File: config.mk
export PLATFORM = sky130hd
export DESIGN_NAME = i2c_slave_motor_command_port_flat
export DESIGN_NICKNAME = d
export VERILOG_FILES = /design/src/rtl/core/i2cmcp_pkg.sv /design/src/rtl/core/i2cmcp_if.sv /design/src/rtl/core/i2cmcp_engine.sv /design/src/rtl/core/i2c_slave_motor_command_port.sv /design/src/flat_wrapper.sv
export VERILOG_INCLUDE_DIRS = /design/src /design/src/rtl/core
export SDC_FILE = /design/constraint.sdc
export NUM_CORES = 1
export LEC_CHECK = 0
export ABC_CLOCK_PERIOD_IN_PS = 3300
export BUFFER_PORTS_ARGS = -buffer_cell sky130_fd_sc_hd__buf_4
export CAP_MARGIN = 25
export CELL_PAD_IN_SITES_DETAIL_PLACEMENT = 0
export CELL_PAD_IN_SITES_GLOBAL_PLACEMENT = 1
export CORE_UTILIZATION = 48
export CTS_CLUSTER_DIAMETER = 120
export DETAILED_ROUTE_END_ITERATION = 10
export PLACE_DENSITY_LB_ADDON = 0.15
export SYNTH_ARGS = -nofsm -noshare
export SYNTH_HDL_FRONTEND = slang
export SYNTH_HIERARCHICAL = 1
export SYNTH_SLANG_ARGS = --single-unit
File: constraint.sdc
create_clock -name clk_i -period 3.3 [get_ports clk_i]
set_input_delay 0.495 -clock clk_i [delete_from_list [all_inputs] [get_ports clk_i]]
set_output_delay 0.495 -clock clk_i [all_outputs]
set_load 0.05 [all_outputs]
File: src/rtl/core/i2c_slave_motor_command_port_assert.svh
// assertion macros for the i2c slave motor command port
// used by the top level; no other dependencies
`ifndef I2C_SLAVE_MOTOR_COMMAND_PORT_ASSERT_SVH
`define I2C_SLAVE_MOTOR_COMMAND_PORT_ASSERT_SVH

`ifndef SYNTHESIS

// concurrent property check, disabled while reset is asserted
`define I2CMCP_ASSERT(lbl, clk, rst_n, prop) \
  lbl: assert property (@(posedge clk) disable iff (!rst_n) (prop)) \
    else $error("i2cmcp assertion failed");

// expression that must never be true at a clock edge
`define I2CMCP_ASSERT_NEVER(lbl, clk, rst_n, expr) \
  `I2CMCP_ASSERT(lbl, clk, rst_n, !(expr))

`else

`define I2CMCP_ASSERT(lbl, clk, rst_n, prop)
`define I2CMCP_ASSERT_NEVER(lbl, clk, rst_n, expr)

`endif

`endif

File: src/rtl/core/i2cmcp_pkg.sv
// shared types and constants of the i2c slave motor command port
// no dependencies
package i2cmcp_pkg;

  localparam int unsigned RX_BYTES_DEF = 3;
  localparam int unsigned TX_BYTES_DEF = 4;

  localparam int unsigned OP_W     = 3;
  localparam int unsigned BYTE_W   = 8;
  localparam int unsigned PTR_W    = 8;
  // only the first four readback bytes are ever written by a command
  localparam int unsigned RB_BYTES = 4;
  localparam int unsigned RB_IDX_W = 2;

  localparam logic [BYTE_W-1:0] READ_PAST_END = 8'hFF;

  // event codes; unlisted codes behave as the ending event
  typedef enum logic [OP_W-1:0] {
    OP_WR_ADDR = 3'd0,
    OP_WR_DATA = 3'd1,
    OP_RD_ADDR = 3'd2,
    OP_RD_DATA = 3'd3,
    OP_END     = 3'd4
  } op_e;

  // command byte codes
  localparam logic [BYTE_W-1:0] CMD_ONE_FWD = 8'hFF;
  localparam logic [BYTE_W-1:0] CMD_ONE_BWD = 8'hFE;
  localparam logic [BYTE_W-1:0] CMD_ONE_OFF = 8'hFD;
  localparam logic [BYTE_W-1:0] CMD_TWO_FWD = 8'hFC;
  localparam logic [BYTE_W-1:0] CMD_TWO_BWD = 8'hFB;
  localparam logic [BYTE_W-1:0] CMD_TWO_OFF = 8'hFA;

  localparam logic MOTOR_ONE = 1'b0;
  localparam logic MOTOR_TWO = 1'b1;

  typedef enum logic [1:0] {
    MODE_STOP = 2'd0,
    MODE_FWD  = 2'd1,
    MODE_BWD  = 2'd2
  } mode_e;

  typedef struct packed {
    logic [OP_W-1:0]   op;
    logic [BYTE_W-1:0] write_data;
  } item_t;

  typedef struct packed {
    logic [BYTE_W-1:0] read_data;
    logic              read_valid;
    logic              drive_valid;
    logic              drive_motor;
    mode_e             drive_mode;
    logic [BYTE_W-1:0] drive_speed;
  } res_t;

endpackage

File: src/rtl/core/i2cmcp_if.sv
// valid/ready channel interfaces for events in and results out
// depends on i2cmcp_pkg
interface i2cmcp_in_if import i2cmcp_pkg::*; ();
  logic              valid;
  logic              ready;
  logic [OP_W-1:0]   op;
  logic [BYTE_W-1:0] write_data;

  modport source (output valid, output op, output write_data, input ready);
  modport sink   (input valid, input op, input write_data, output ready);
endinterface

interface i2cmcp_out_if import i2cmcp_pkg::*; ();
  logic              valid;
  logic              ready;
  logic [BYTE_W-1:0] read_data;
  logic              read_valid;
  logic              drive_valid;
  logic              drive_motor;
  logic [1:0]        drive_mode;
  logic [BYTE_W-1:0] drive_speed;

  modport source (output valid, output read_data, output read_valid, output drive_valid,
                  output drive_motor, output drive_mode, output drive_speed, input ready);
  modport sink   (input valid, input read_data, input read_valid, input drive_valid,
                  input drive_motor, input drive_mode, input drive_speed, output ready);
endinterface

File: src/rtl/core/i2cmcp_engine.sv
// event engine: receive store, read pointer, readback table, command decode
// depends on i2cmcp_pkg
module i2cmcp_engine import i2cmcp_pkg::*; #(
  parameter int unsigned RX_BYTES = RX_BYTES_DEF,
  parameter int unsigned TX_BYTES = TX_BYTES_DEF
) (
  input  logic  clk_i,
  input  logic  rst_ni,
  input  logic  accept_i,
  input  item_t item_i,
  output res_t  res_o
);

  localparam int unsigned IdxW = $clog2(RX_BYTES);

  logic [BYTE_W-1:0] rx_q [RX_BYTES];
  logic [BYTE_W-1:0] rx_d [RX_BYTES];
  logic [IdxW-1:0]   idx_q, idx_d;
  logic [PTR_W-1:0]  ptr_q, ptr_d;
  logic [BYTE_W-1:0] rb_q [RB_BYTES];
  logic [BYTE_W-1:0] rb_d [RB_BYTES];

  logic              cmd_ok;
  logic              cmd_motor;
  mode_e             cmd_mode;
  logic [BYTE_W-1:0] rd_byte;

  // command byte decode
  always_comb begin
    cmd_ok    = 1'b1;
    cmd_motor = MOTOR_ONE;
    cmd_mode  = MODE_STOP;
    unique case (rx_q[0])
      CMD_ONE_FWD: begin cmd_motor = MOTOR_ONE; cmd_mode = MODE_FWD;  end
      CMD_ONE_BWD: begin cmd_motor = MOTOR_ONE; cmd_mode = MODE_BWD;  end
      CMD_ONE_OFF: begin cmd_motor = MOTOR_ONE; cmd_mode = MODE_STOP; end
      CMD_TWO_FWD: begin cmd_motor = MOTOR_TWO; cmd_mode = MODE_FWD;  end
      CMD_TWO_BWD: begin cmd_motor = MOTOR_TWO; cmd_mode = MODE_BWD;  end
      CMD_TWO_OFF: begin cmd_motor = MOTOR_TWO; cmd_mode = MODE_STOP; end
      default:     cmd_ok = 1'b0;
    endcase
  end

  // readback byte; entries above the written ones stay zero
  always_comb begin
    if (ptr_q >= PTR_W'(TX_BYTES)) begin
      rd_byte = READ_PAST_END;
    end else if (ptr_q[PTR_W-1:RB_IDX_W] == '0) begin
      rd_byte = rb_q[ptr_q[RB_IDX_W-1:0]];
    end else begin
      rd_byte = '0;
    end
  end

  always_comb begin
    rx_d  = rx_q;
    idx_d = idx_q;
    ptr_d = ptr_q;
    rb_d  = rb_q;
    res_o = '0;
    unique case (item_i.op)
      OP_WR_ADDR: begin
        idx_d = '0;
      end
      OP_WR_DATA: begin
        for (int unsigned i = 0; i < RX_BYTES; i++) begin
          if (idx_q == IdxW'(i)) begin
            rx_d[i] = item_i.write_data;
          end
        end
        idx_d = (idx_q == IdxW'(RX_BYTES - 1)) ? '0 : idx_q + 1'b1;
      end
      OP_RD_ADDR, OP_RD_DATA: begin
        res_o.read_data  = rd_byte;
        res_o.read_valid = 1'b1;
        ptr_d            = ptr_q + 1'b1;
      end
      default: begin
        if (idx_q == IdxW'(2)) begin
          if (cmd_ok) begin
            res_o.drive_valid = 1'b1;
            res_o.drive_motor = cmd_motor;
            res_o.drive_mode  = cmd_mode;
            res_o.drive_speed = (cmd_mode != MODE_STOP) ? rx_q[1] : '0;
            rb_d[{cmd_motor, 1'b0}] = (cmd_mode == MODE_FWD) ? rx_q[1] : '0;
            rb_d[{cmd_motor, 1'b1}] = (cmd_mode == MODE_BWD) ? rx_q[1] : '0;
          end
        end else begin
          ptr_d = rx_q[0];
        end
      end
    endcase
  end

  always_ff @(posedge clk_i or negedge rst_ni) begin
    if (!rst_ni) begin
      rx_q  <= '{default: '0};
      idx_q <= '0;
      ptr_q <= '0;
      rb_q  <= '{default: '0};
    end else if (accept_i) begin
      rx_q  <= rx_d;
      idx_q <= idx_d;
      ptr_q <= ptr_d;
      rb_q  <= rb_d;
    end
  end

endmodule

File: src/rtl/core/i2c_slave_motor_command_port.sv
// top level of the i2c slave motor command port: channels and result buffering
// depends on i2cmcp_pkg, i2cmcp_if, i2cmcp_engine and the assertion macro header
`include "i2c_slave_motor_command_port_assert.svh"

// usage
//   in_i carries one decoded i2c slave event per transaction (op, write_data).
//   out_o returns exactly one result per event: readback byte on read events,
//   drive fields when an ending event runs a motor command, all zero otherwise.
// latency and throughput
//   the engine works out the result and new state combinationally; the result
//   is registered in the output register, or in the skid register on a stall.
//   one event per cycle is taken for as long as results are consumed.
// stalls
//   a result register plus one skid register sit in front of out_o, so one
//   more event is taken while a result waits; ready drops only when both hold
//   results, and rises again the cycle after the receiver takes one.
// reset
//   clears the receive store and index, the read pointer, the readback table
//   and both result valid flags; no clearing pass, events are taken at once.
module i2c_slave_motor_command_port import i2cmcp_pkg::*; #(
  parameter int unsigned RX_BYTES = RX_BYTES_DEF,
  parameter int unsigned TX_BYTES = TX_BYTES_DEF
) (
  input  logic                 clk_i,
  input  logic                 rst_ni,
  i2cmcp_in_if.sink            in_i,
  i2cmcp_out_if.source         out_o
);

  item_t item;
  res_t  res;
  logic  in_fire;
  logic  out_fire;

  // output register and skid register
  res_t  out_q;
  logic  out_valid_q;
  res_t  skid_q;
  logic  skid_valid_q;

  // only a full skid register blocks new events
  assign in_i.ready = !skid_valid_q;
  assign in_fire    = in_i.valid && in_i.ready;
  assign out_fire   = out_valid_q && out_o.ready;

  assign item.op         = in_i.op;
  assign item.write_data = in_i.write_data;

  i2cmcp_engine #(
    .RX_BYTES (RX_BYTES),
    .TX_BYTES (TX_BYTES)
  ) u_engine (
    .clk_i    (clk_i),
    .rst_ni   (rst_ni),
    .accept_i (in_fire),
    .item_i   (item),
    .res_o    (res)
  );

  // result valid flags
  always_ff @(posedge clk_i or negedge rst_ni) begin
    if (!rst_ni) begin
      out_valid_q  <= 1'b0;
      skid_valid_q <= 1'b0;
    end else begin
      priority if (skid_valid_q && out_fire) begin
        // skid moves up; no event taken this cycle
        out_valid_q  <= 1'b1;
        skid_valid_q <= 1'b0;
      end else if (!out_valid_q || out_fire) begin
        out_valid_q  <= in_fire;
      end else begin
        // output stalled, park a new result if one arrives
        skid_valid_q <= skid_valid_q || in_fire;
      end
    end
  end

  // result payload, no reset needed
  always_ff @(posedge clk_i) begin
    priority if (skid_valid_q && out_fire) begin
      out_q <= skid_q;
    end else if (!out_valid_q || out_fire) begin
      if (in_fire) begin
        out_q <= res;
      end
    end else begin
      if (in_fire) begin
        skid_q <= res;
      end
    end
  end

  assign out_o.valid       = out_valid_q;
  assign out_o.read_data   = out_q.read_data;
  assign out_o.read_valid  = out_q.read_valid;
  assign out_o.drive_valid = out_q.drive_valid;
  assign out_o.drive_motor = out_q.drive_motor;
  assign out_o.drive_mode  = out_q.drive_mode;
  assign out_o.drive_speed = out_q.drive_speed;

  // a parked result always has one ahead of it
  `I2CMCP_ASSERT(a_skid_behind_out, clk_i, rst_ni, skid_valid_q |-> out_valid_q)
  // an event taken while the output stalls lands in the skid register
  `I2CMCP_ASSERT(a_stall_to_skid, clk_i, rst_ni,
                 (in_fire && out_valid_q && !out_o.ready) |=> skid_valid_q)
  // a single event never yields both a read byte and a drive command
  `I2CMCP_ASSERT_NEVER(a_read_xor_drive, clk_i, rst_ni,
                       out_valid_q && out_q.read_valid && out_q.drive_valid)

endmodule

File: src/flat_wrapper.sv
// flat-port wrapper written by rule: the top's interface ports become plain ports
module i2c_slave_motor_command_port_flat import i2cmcp_pkg::*;
#(
  parameter int unsigned RX_BYTES = RX_BYTES_DEF,
  parameter int unsigned TX_BYTES = TX_BYTES_DEF
)
  (clk_i, rst_ni, in_i_valid, in_i_op, in_i_write_data, in_i_ready, out_o_valid, out_o_read_data, out_o_read_valid, out_o_drive_valid, out_o_drive_motor, out_o_drive_mode, out_o_drive_speed, out_o_ready);
  i2cmcp_in_if in_i_i ();
  i2cmcp_out_if out_o_i ();
  input  logic clk_i;
  input  logic rst_ni;
  input wire logic [$bits(in_i_i.valid)-1:0] in_i_valid;
  input wire logic [$bits(in_i_i.op)-1:0] in_i_op;
  input wire logic [$bits(in_i_i.write_data)-1:0] in_i_write_data;
  output wire logic [$bits(in_i_i.ready)-1:0] in_i_ready;
  output wire logic [$bits(out_o_i.valid)-1:0] out_o_valid;
  output wire logic [$bits(out_o_i.read_data)-1:0] out_o_read_data;
  output wire logic [$bits(out_o_i.read_valid)-1:0] out_o_read_valid;
  output wire logic [$bits(out_o_i.drive_valid)-1:0] out_o_drive_valid;
  output wire logic [$bits(out_o_i.drive_motor)-1:0] out_o_drive_motor;
  output wire logic [$bits(out_o_i.drive_mode)-1:0] out_o_drive_mode;
  output wire logic [$bits(out_o_i.drive_speed)-1:0] out_o_drive_speed;
  input wire logic [$bits(out_o_i.ready)-1:0] out_o_ready;
  assign in_i_i.valid = in_i_valid;
  assign in_i_i.op = in_i_op;
  assign in_i_i.write_data = in_i_write_data;
  assign in_i_ready = in_i_i.ready;
  assign out_o_valid = out_o_i.valid;
  assign out_o_read_data = out_o_i.read_data;
  assign out_o_read_valid = out_o_i.read_valid;
  assign out_o_drive_valid = out_o_i.drive_valid;
  assign out_o_drive_motor = out_o_i.drive_motor;
  assign out_o_drive_mode = out_o_i.drive_mode;
  assign out_o_drive_speed = out_o_i.drive_speed;
  assign out_o_i.ready = out_o_ready;
  i2c_slave_motor_command_port #(.RX_BYTES(RX_BYTES), .TX_BYTES(TX_BYTES)) u_core (.clk_i(clk_i), .rst_ni(rst_ni), .in_i(in_i_i), .out_o(out_o_i));
endmodule
==> results.cfg <==
[pwr]
cellPowerDensity_nw_per_um2 = 772
p_leak_nw = 2.24
seqPwrFrac_pct = 50.3
ir_drop_mv = 0.361
finalPower_mw = 4.03
p_int_mw = 2.52
combPwrFrac_pct = 31.1
p_sw_mw = 1.51
switching_share_pct = 37.4
power_frac_clock_pct = 18.6

[placed_design]
gp_congestion = 0.857
portBuffers = 37
dp.final_hpwl_mm = 5.88

[cells_and_area]
synthToLayoutAreaGrowth_pct = 11.9
final_nets = 431
n_antenna_cell = 0
layout-drive-gt1-share_pct = 25.3
finalCoreUtilization_pct = 56.0

[clocking]
cts_tree = done
ctsHoldBuffers = 0
clock_sinks = 102
clk_latency_ns = 0.35
root_buffer = clkbuf_8
cts_buffer_depth = 2
path_clk_slew_ns = 0.09
htree_levels = 3
postCtsSetupBuffers = 0
cts_made_buffers = 9
cts_resized = 0

[sta]
fin_tns_setup_ns = 0
whs_ns = 0.209
relSlewSlack_pct = 32.4
rsz0062_at_grt = no
hold_viol_final = 0
maxSlewViolCount = 0
finalCritPeriodShare_pct = 66.2
fmax_mhz = 458
setup_viol = 0
period_minus_slack_ns = 2.18
worst-slew-pin-transition_ns = 1.01
skew_ns = 0.0104

[logic_synthesis]
ys_types = 45
synth_nets = 399
yosys_warnings = 6
yosysSeqAreaShare_pct = 59.2
synth_edf_count = 42
async_flop_share_pct = 58.8
ys.flop_type = dfrtp_1
syn_inst = 382
post_synth_instance_area_um2 = 4670
avgSynthCellArea_um2 = 12.2
synth_seq_cells = 102

[outcome]
status = completed

[grt]
grt_pass1_vias = 2727
grt_pass1_wl_mm = 14.1
grt.overflow.total = 0
antenna_found_initial = 0
grt_use_total_pct = 18.4
grt_max_degree = 61

[worst_setup_path]
crit_path_start_kind = register
rr_startpoint = u_core/skid_valid_q
required_ns = 3.54
cp.arrival_ns = 2.42
crit_path_end_kind = register
r2r_slack_ns = 1.12
timing.rr.end = u_core/u_engine/rx_q[22]
setup.worst_path.class = register to register
rr_worst_depth = 5
cp_max_fo = 10

[die]
rows = 35
core_area_um2 = 9330
dieArea_um2 = 10100
die_y_um = 101
die_width_um = 101
ios = 38
start_util_pct = 50.0

[routing]
highest-signal-layer = met4
drt-initial-drc-count = 146
drc = 0
wirelength_mm = 8.44
ant_nets = 0
routed_via_density = 5.26
avgRoutedWirePerCell_um = 15.4
wl_met1_mm = 4.27
drtPass1Iterations = 5
route.met3.wl_um = 300
vias = 2881
wl_met2_mm = 3.75

[run]
maxCapViolations = 0

[worst_hold_path]
min_path_type = input port to async pin
metrics by stage:
step / cell area, µm² / instances / setup WS [ns]
5_1_grt: 5220 / 548 / 0.964
4_1_cts: 5200 / 547 / 1.08
3_5_place_dp: 5020 / 531 / 1.04
2_1_floorplan: 4670 / 382 / 0.522
6_report: 5220 / 548 / 1.12
3_3_place_gp: 5020 / 531 / 1.12
worst max-delay path: stages (launching register included):
cell and delay [ns]:
dfrtp_1 0.45, nand2b_1 0.27, inv_1 0.32, nand2_1 0.18, nor3b_4 0.45, mux2_2 0.39
how the worst max path moves through the flow:
stage                         from                        to  cells after the start
2_1_floorplan   u_core/out_o.valid          u_core/skid_q[0]                      2
3_3_place_gp            in_i_valid   u_core/u_engine/rb_q[0]                      6
3_5_place_dp            in_i_valid  u_core/u_engine/rb_q[13]                      6
4_1_cts        u_core/skid_valid_q  u_core/u_engine/rb_q[13]                      5
5_1_grt        u_core/skid_valid_q  u_core/u_engine/rx_q[17]                      5
6_report       u_core/skid_valid_q  u_core/u_engine/rx_q[22]                      5
cell usage after synthesis (11+ instances only):
library cell	instances	area, µm²
mux2_2	17	191
nor2_1	26	97.6
edfxtp_1	42	1260
dfrtp_1	60	1500
inv_1	24	90.1
buf_2	11	55.1
mux2_4	20	300
o21ai_1	16	80.1
a21oi_1	11	55.1
nand3_1	18	90.1
nand2_1	46	173
o21ai_0	21	105
flip-flops by register name, indices dropped and copies added (netlist names):
| name | count |
|---|---|
| u_core/u_engine/rb_q | 32 |
| u_core/skid_q | 21 |
| u_core/u_engine/rx_q | 16 |
| u_core/out_o.drive_speed | 8 |
| u_core/out_o.read_data | 8 |
| u_core/u_engine/ptr_q | 8 |
| u_core/out_o.drive_mode | 2 |
| u_core/u_engine/idx_q | 2 |
| u_core/out_o.drive_motor | 1 |
| u_core/out_o.drive_valid | 1 |
| u_core/out_o.read_valid | 1 |
| u_core/out_o.valid | 1 |
| u_core/skid_valid_q | 1 |
cell families (layout without fill, tap and decap cells):
group,Yosys count,in the layout,synth area share (%)
DFF,102,102,59.2
muxes,49,49,15.3
xor gates and xnor gates,2,2,0.376
buffers and inverters,46,83,4.80
and+or+nand+nor,120,120,12.5
adders and majority gates,2,2,0.536
AOI/OAI and AO/OA,61,61,7.32
power groups by stage:
stage               logic [mW]  registers (mW)  clock network (mW)
finish                    1.25            2.03               0.749
global route              1.35            2.08               0.818
CTS                       1.26            2.02               0.768
detailed placement        1.26            2.05                   0
global placement          1.24            2.04                   0
floorplan                0.705            2.22                   0
cell type report:
class	count	area, µm²
fill	781	4110
tap	129	161
multi-input combinational	234	1700
timing repair buffer	42	323
clock inverter	4	47.5
sequential	102	2760
clock buffer	12	135
inverter	25	93.8
placed cells by master (no fill, tap or decap), drive strengths merged, types with 4 or more instances in the layout:
cell type and n:
mux2i 4, nor2b 5, edfxtp 42, nand3 19, nor2 26, nand2 46, o21ai 37, and4 5
mux4 8, buf 42, dfrtp 60, a21oi 11, and2 8, inv 24, mux2 37, clkbuf 12
metal layers:
metal  GRT usage (%)  up-vias
li1                -     1407
met1            27.3     1388
met2            28.1       76
met3            2.57       10
met4            6.35        0
met5               0        -
Power figures use the tool's default switching activity.
